--- src/sv/pfla_pkg.sv ---
// Package for the page free list allocator: widths, codes, controller states
// and the command/status structs between controller and datapath.
// No dependencies.
package pfla_pkg;

   localparam int PAGE_BITS_DEFAULT = 16;
   localparam int PAGE_W            = 16;
   localparam int STATUS_W          = 2;
   localparam int COUNT_W           = 17;
   localparam int MARK_W            = 2;

   localparam logic CMD_FREE  = 1'b0;
   localparam logic CMD_ALLOC = 1'b1;

   localparam logic [STATUS_W-1:0] RSP_OK     = 2'd0;
   localparam logic [STATUS_W-1:0] RSP_EMPTY  = 2'd1;
   localparam logic [STATUS_W-1:0] RSP_REJECT = 2'd2;

   localparam int MARK_FREE_BIT = 1;
   localparam logic [MARK_W-1:0] MARK_NONE      = 2'b00;
   localparam logic [MARK_W-1:0] MARK_ALLOCATED = 2'b01;
   localparam logic [MARK_W-1:0] MARK_POOLED    = 2'b10;

   typedef enum logic [1:0] {
      CLEAR,
      IDLE,
      EXEC
   } state_type;

   typedef struct packed {
      logic clear;
      logic load;
      logic commit;
   } ctrl_cmd_type;

   typedef struct packed {
      logic clear_last;
      logic slot_free;
   } dp_status_type;

endpackage

--- src/sv/pfla_ctrl.sv ---
// Controller: sequences the marks clearing sweep, request load and commit.
// Depends on pfla_pkg.
module pfla_ctrl (
   input  logic                    clock,
   input  logic                    reset,
   input  logic                    req_valid,
   output logic                    req_ready,
   input  pfla_pkg::dp_status_type sts,
   output pfla_pkg::ctrl_cmd_type  cmd
);
   import pfla_pkg::*;

   state_type state_ff, state_in;

   always_ff @(posedge clock) begin
      if (reset) begin
         state_ff <= CLEAR;
      end else begin
         state_ff <= state_in;
      end
   end

   always_comb begin
      state_in = state_ff;
      case (state_ff)
         CLEAR: begin
            if (sts.clear_last) state_in = IDLE;
         end
         IDLE: begin
            if (req_valid) state_in = EXEC;
         end
         EXEC: begin
            if (sts.slot_free) state_in = IDLE;
         end
         default: state_in = CLEAR;
      endcase
   end

   always_comb begin
      req_ready  = 1'b0;
      cmd        = '0;
      case (state_ff)
         CLEAR: begin
            cmd.clear = 1'b1;
         end
         IDLE: begin
            req_ready = 1'b1;
            cmd.load  = req_valid;
         end
         EXEC: begin
            cmd.commit = sts.slot_free;
         end
         default: begin
            req_ready = 1'b0;
         end
      endcase
   end

endmodule

--- config.mk ---
export PLATFORM = sky130hd
export DESIGN_NAME = pfla_ctrl
export DESIGN_NICKNAME = d
export VERILOG_FILES = /design/src/sv/pfla_pkg.sv /design/src/sv/pfla_ctrl.sv
export SDC_FILE = /design/constraint.sdc
export NUM_CORES = 1
export LEC_CHECK = 0
export ABC_AREA = 1
export ABC_CLOCK_PERIOD_IN_PS = 1000
export BUFFER_PORTS_ARGS = -buffer_cell sky130_fd_sc_hd__buf_4
export CORE_AREA = 2 2 39 41
export DETAILED_ROUTE_END_ITERATION = 6
export DIE_AREA = 0 0 41 43
export HOLD_SLACK_MARGIN = 0.05
export PLACE_DENSITY_LB_ADDON = 0.08
export SLEW_MARGIN = 20
export SYNTH_ARGS = -nofsm -noshare
export SYNTH_HDL_FRONTEND = slang
export SYNTH_SLANG_ARGS = --single-unit
--- constraint.sdc ---
create_clock -name clock -period 1 [get_ports clock]
set_input_delay 0.15 -clock clock [delete_from_list [all_inputs] [get_ports clock]]
set_output_delay 0.15 -clock clock [all_outputs]
set_load 0.005 [all_outputs]
==> results of run 1 <==
## Yosys cell counts (all sizes together)
| cell | instances |
|---|---|
| a21oi | 1 |
| nor3 | 1 |
| nor2 | 2 |
| nand2 | 4 |
| inv | 7 |
| dfxtp | 2 |
| o21ai | 1 |
| nand3 | 2 |
## cell families (layout without fill, tap and decap cells)
| logic type | after synthesis | in the layout |
|---|---|---|
| compound gates | 2 | 2 |
| buf+inv | 7 | 19 |
| flops | 2 | 2 |
| simple gates | 9 | 9 |
## worst max-delay path by stage
stage	slack [ns]	start	end	cells after the start
2_1_floorplan	0.25	state_ff[1]$_SDFFE_PP0P_	cmd[0]	2
3_3_place_gp	0.13	state_ff[1]$_SDFFE_PP0P_	cmd[0]	3
3_5_place_dp	0.11	state_ff[1]$_SDFFE_PP0P_	cmd[0]	3
4_1_cts	-0.02	state_ff[0]$_SDFFE_PP0P_	cmd[0]	2
5_1_grt	-0.06	state_ff[1]$_SDFFE_PP0P_	cmd[0]	3
6_report	0.003	state_ff[0]$_SDFFE_PP0P_	cmd[0]	2
## power groups by stage
stage | Combinational [uW] | Clock [uW] | Sequential, uW
after global placement | 62.8 | 0 | 95.5
after global routing | 81.6 | 191 | 99.3
after CTS | 71.1 | 188 | 97.4
final | 73.3 | 175 | 97.4
after detailed placement | 61.9 | 0 | 95.6
after floorplan | 25.8 | 0 | 93.6
## layout make-up
type                    count  area, um^2
clock buffers               3        22.5
fillers                   164        1140
inverters                   7        26.3
multi-input cells          11        57.6
flip-flops and latches      2        42.5
well taps                  16        20.0
repair buffers              9        75.1
## metrics by stage
stage | instance area [um^2] | power, uW | utilization, % | setup WS [ns] | setup TNS (ns)
floorplan | 114 | 119 | - | 0.253 | 0
global placement | 194 | 158 | 14.0 | 0.133 | 0
detailed placement | 194 | 157 | 14.0 | 0.113 | 0
CTS | 240 | 356 | 17.4 | -0.0157 | -0.0169
global route | 244 | 372 | 17.6 | -0.0609 | -0.142
finish | 244 | 346 | 17.6 | 0.00254 | 0
## timing repair
item	CTS	global route
endpoints found under the setup margin	4	4
gates resized for setup	7	2
hold endpoints to repair	0	0
buffers inserted	1	0
pin swaps	1	0
## placed cells by master (no fill, tap or decap)
cell type  instances
buf_4              7
nand2_1            4
inv_1              4
inv_2              3
clkbuf_4           3
nor2_1             2
buf_6              2
dfxtp_2            2
nand3_2            1
nor3_2             1
nand3_1            1
o21ai_0            1
a21oi_1            1
## routing by layer
layer  up-vias  GRT usage [%]  part of all wire, %
li1         83              -                    -
met1        62           4.17                   40
met2         4           6.88                   52
met3         0           1.57                  7.9
met4         0           10.0                    0
met5         -              0                    0
==> flow_metrics.py, run 1 <==
metrics = {
    "run_status": {
        "status": "completed",
    },
    "floorplanning": {
        "die_y_um": 43,
        "core_area_um2": 1380,
        "io_pins": 9,
        "rows": 14,
        "initial_core_util_pct": 8.23,
        "die-width_um": 41,
        "die_area_um2": 1760,
    },
    "synth": {
        "synth_xor_area_share_pct": 0,
        "yosysTopAreaCellShare_pct": 35.2,
        "synth_top_family_by_area": "simple AND/OR/NAND/NOR gates",
        "ys_warn_count": 0,
        "syn_area_um2": 114,
        "muxShareOfSynthArea_pct": 0,
        "synth.ff_latch_count": 2,
        "synth_area_per_cell_um2": 5.69,
        "ys_seq_area_share_pct": 35.2,
        "yosys.area.top_type": "dfxtp_1",
        "synth.net_count": 25,
        "synth_adder_area_share_pct": 0,
        "synth_area_leaders": "dfxtp_1 (35%), inv_1 (23%), nand2_1 (13%)",
        "synth.distinct_cells": 8,
        "yosys.area_share.simple_pct": 33.0,
        "synth_compound_area_share_pct": 8.79,
        "synthCells": 20,
    },
    "setup_path": {
        "r2r_start": "state_ff[1]$_SDFFE_PP0P_",
        "regToRegSetupSlack_ns": 0.20,
        "crit_chain": "nor3_2 > buf_4",
        "cp-start-kind": "flop",
        "crit_arrival_ns": 0.85,
        "crit_buf_inv": 1,
        "reg2reg_depth": 4,
        "cp_max_fo": 6,
        "critical_path.slowest_cell": "dfxtp_2",
        "reg2reg_to": "state_ff[1]$_SDFFE_PP0P_",
        "crit_path_end_kind": "output port",
        "critPathKind": "reg2out",
        "crit_path_max_incr_delay_ns": 0.34,
        "cp_top_family": "flip-flops",
        "critPathRequiredTime_ns": 0.85,
    },
    "global_route": {
        "grt_pass1_vias": 180,
        "grt_max_degree": 7,
        "antenna_found_initial": 0,
        "grt_pass1_wl_um": 552,
        "grt_overflow": 0,
        "grt_usage_pct": 5.32,
    },
    "hold_path": {
        "whs_endpoint": "state_ff[1]$_SDFFE_PP0P_",
        "min_path_type": "in2reg",
        "worstHoldPathCells": 2,
        "hp-start": "reset",
    },
    "detailed_routing": {
        "first_iter_violations": 0,
        "route.detailed.drc": 0,
        "first_pass_iters": 1,
        "wire_per_inst_um": 6.83,
        "vias_per_cell": 3.10,
        "wl_um": 328,
        "vias": 149,
        "drtAntennaViolNets": 0,
    },
    "clock_network": {
        "cts.root.buffer_cell": "clkbuf_4",
        "cts_hold_buffers": 0,
        "cts.sinks": 2,
        "clk_latency_ns": 0.22,
        "clk_pin_slew_ns": 0.03,
        "htree_num_levels": 1,
        "cts_buffers": 3,
        "tritoncts": "yes",
        "clockBufferDepth": 2,
    },
    "timing": {
        "hold_ws_ns": 0.0801,
        "fin_skew_ns": 0.00245,
        "layout_min_cycle_time_ns": 0.997,
        "worst_pin_slew_ns": 0.153,
        "slew_headroom_pct": 89.7,
        "rsz0062_at_grt": "true",
        "period_share_pct": 99.7,
        "timing.fmax_mhz": 1000,
        "setup_viol_count_final": 0,
        "finalHoldViolCount": 0,
        "slew_violations": 0,
    },
    "power": {
        "power_switching_uw": 82.0,
        "p_per_area_nw_per_um2": 1420,
        "p_leak_uw": 0.000135,
        "peakVddDrop_mv": 0.291,
        "power.share.clock_pct": 50.7,
        "sw_frac_of_total_pct": 23.7,
        "pwr-share-seq_pct": 28.2,
        "intPower_uw": 264,
        "combPwrFrac_pct": 21.2,
    },
    "finish": {
        "n_antenna_cell": 0,
        "regMostFlops": "state_ff",
        "largest_reg_flops": 2,
        "drive_gt1_share_pct": 59.4,
        "area_growth_pct": 114,
        "finalNonFillerCells": 48,
        "largestRegisters": "state_ff (2)",
        "layout.nets": 39,
    },
    "placement": {
        "io_buffers": 8,
        "dp_cells": 44,
        "gp_congestion": 0.663,
    },
    "job": {
        "drv_cap": 0,
    },
}
Note: power is estimated with default switching activity, not from simulation.
==> run 2: changes to the inputs <==
==> constraint.sdc (replaced) <==
create_clock -name clock -period 1 [get_ports clock]
set_input_delay 0.05 -clock clock [delete_from_list [all_inputs] [get_ports clock]]
set_output_delay 0.05 -clock clock [all_outputs]
set_load 0.005 [all_outputs]
==> flow_metrics.py, run 2 (synthesis results as in run 1) <==
metrics = {
    "placement": {
        "place_area_um2": 194,
        "io_buffers": 8,
        "dp_cells": 44,
        "hpwl_um": 246,
        "gp_congestion": 0.708,
    },
    "timing": {
        "finalHoldViolCount": 0,
        "rsz0062_at_grt": "false",
        "period_share_pct": 92.2,
        "setup-tns-final_ns": 0,
        "worst_pin_slew_ns": 0.135,
        "slew_headroom_pct": 90.9,
        "fin_skew_ns": 0.00447,
        "setup_viol_count_final": 0,
        "slew_violations": 0,
        "timing.fmax_mhz": 1080,
        "layout_min_cycle_time_ns": 0.922,
    },
    "setup_path": {
        "cp_max_fo": 4,
        "cp-start-kind": "flop",
        "critPathRequiredTime_ns": 0.95,
        "r2r_start": "state_ff[1]$_SDFFE_PP0P_",
        "reg2reg_depth": 4,
        "regToRegSetupSlack_ns": 0.26,
        "reg2reg_to": "state_ff[0]$_SDFFE_PP0P_",
        "critPathKind": "reg2out",
        "crit_path_end_kind": "output port",
        "crit_arrival_ns": 0.87,
    },
    "floorplanning": {
        "initial_core_util_pct": 8.23,
        "die_y_um": 43,
        "die-width_um": 41,
        "rows": 14,
        "core_area_um2": 1380,
        "die_area_um2": 1760,
        "io_pins": 9,
    },
    "finish": {
        "post-route-cell-area_um2": 234,
        "regMostFlops": "state_ff",
        "largest_reg_flops": 2,
        "n_antenna_cell": 0,
        "finalNonFillerCells": 48,
        "area_growth_pct": 105,
        "final_common_cell": "buf_4",
        "final_cell_mix": "buf_4 (8), inv_1 (6), nand2_1 (4), clkbuf_4 (3)",
        "drive_gt1_share_pct": 46.9,
        "multiInputGateArea_um2": 52.6,
        "seq_area_um2": 42.5,
        "fin_util_pct": 16.9,
        "num-fill-cells": 178,
        "largestRegisters": "state_ff (2)",
        "layout.nets": 39,
    },
    "global_route": {
        "grt_pass1_vias": 141,
        "grt_max_degree": 7,
        "grt_usage_pct": 4.71,
        "grt_overflow": 0,
        "grt_pass1_wl_um": 496,
        "antenna_found_initial": 0,
    },
    "power": {
        "p_per_area_nw_per_um2": 1450,
        "peakVddDrop_mv": 0.485,
        "p_leak_uw": 0.000134,
        "p_total_uw": 338,
    },
    "detailed_routing": {
        "first_pass_iters": 2,
        "vias_per_cell": 3.15,
        "first_iter_violations": 1,
        "wl_um": 304,
        "vias": 151,
        "drtAntennaViolNets": 0,
        "wire_per_inst_um": 6.33,
        "route.detailed.drc": 0,
    },
    "hold_path": {
        "worstHoldPathCells": 4,
        "hp-start": "req_valid",
        "whs_endpoint": "state_ff[0]$_SDFFE_PP0P_",
        "min_path_type": "in2reg",
    },
    "run_status": {
        "status": "completed",
    },
    "clock_network": {
        "cts_buffers": 3,
        "cts.root.buffer_cell": "clkbuf_4",
        "clk_pin_slew_ns": 0.03,
        "clk_latency_ns": 0.22,
        "tritoncts": "yes",
        "cts.sinks": 2,
        "clockBufferDepth": 2,
        "htree_num_levels": 1,
    },
    "job": {
        "drv_cap": 0,
    },
}
==> run 2: critical path, stage by stage (launching register included) <==
cell and delay [ns]:
dfxtp_2 0.34, inv_2 0.05, nor3_2 0.13, buf_4 0.12
==> run 2: per-stage QoR <==
stage	setup slack, ns	hold slack (ns)
floorplan	0.270	0.119
global route	0.00380	0.111
global placement	0.203	0.219
finish	0.0776	0.112
CTS	0.00984	0.114
detailed placement	0.216	0.220
==> run 2: where the power goes <==
part	switching [uW]	internal [uW]
logic	25.8	38.1
clock network	45.3	132
registers	8.60	88.2
==> run 2: how the worst max path moves through the flow <==
stage	start	endpoint	slack, ns	cells after the start
5_1_grt	state_ff[1]$_SDFFE_PP0P_	cmd[0]	0.004	3
3_5_place_dp	state_ff[1]$_SDFFE_PP0P_	cmd[0]	0.22	3
2_1_floorplan	state_ff[0]$_SDFFE_PP0P_	state_ff[0]$_SDFFE_PP0P_	0.27	4
6_report	state_ff[1]$_SDFFE_PP0P_	cmd[0]	0.08	3
4_1_cts	state_ff[1]$_SDFFE_PP0P_	cmd[0]	0.01	3
3_3_place_gp	state_ff[1]$_SDFFE_PP0P_	cmd[0]	0.20	3
==> run 2: timing repair <==
| item | in CTS | in global routing |
|---|---|---|
| endpoints found under the hold margin | 1 | 0 |
| hold buffers | 1 | 0 |
| gates resized for setup | 1 | 3 |
| setup endpoints to repair | 1 | 2 |
| buffers inserted | 0 | 0 |
==> run 2: per-layer routing <==
| layer | global-route usage, % | routed length (um) |
|---|---|---|
| met5 | 0 | 0 |
| met3 | 6.28 | 51 |
| met2 | 5.63 | 136 |
| met1 | 4.47 | 116 |
| met4 | 2.00 | 0 |
==> run 2: cell type report <==
| class | count | share of cell area [%] |
|---|---|---|
| clock buffers | 3 | 9.63 |
| inverters | 7 | 11.2 |
| multi-input cells | 11 | 22.5 |
| flip-flops and latches | 2 | 18.2 |
| well taps | 16 | 8.56 |
| repair buffers | 9 | 29.9 |
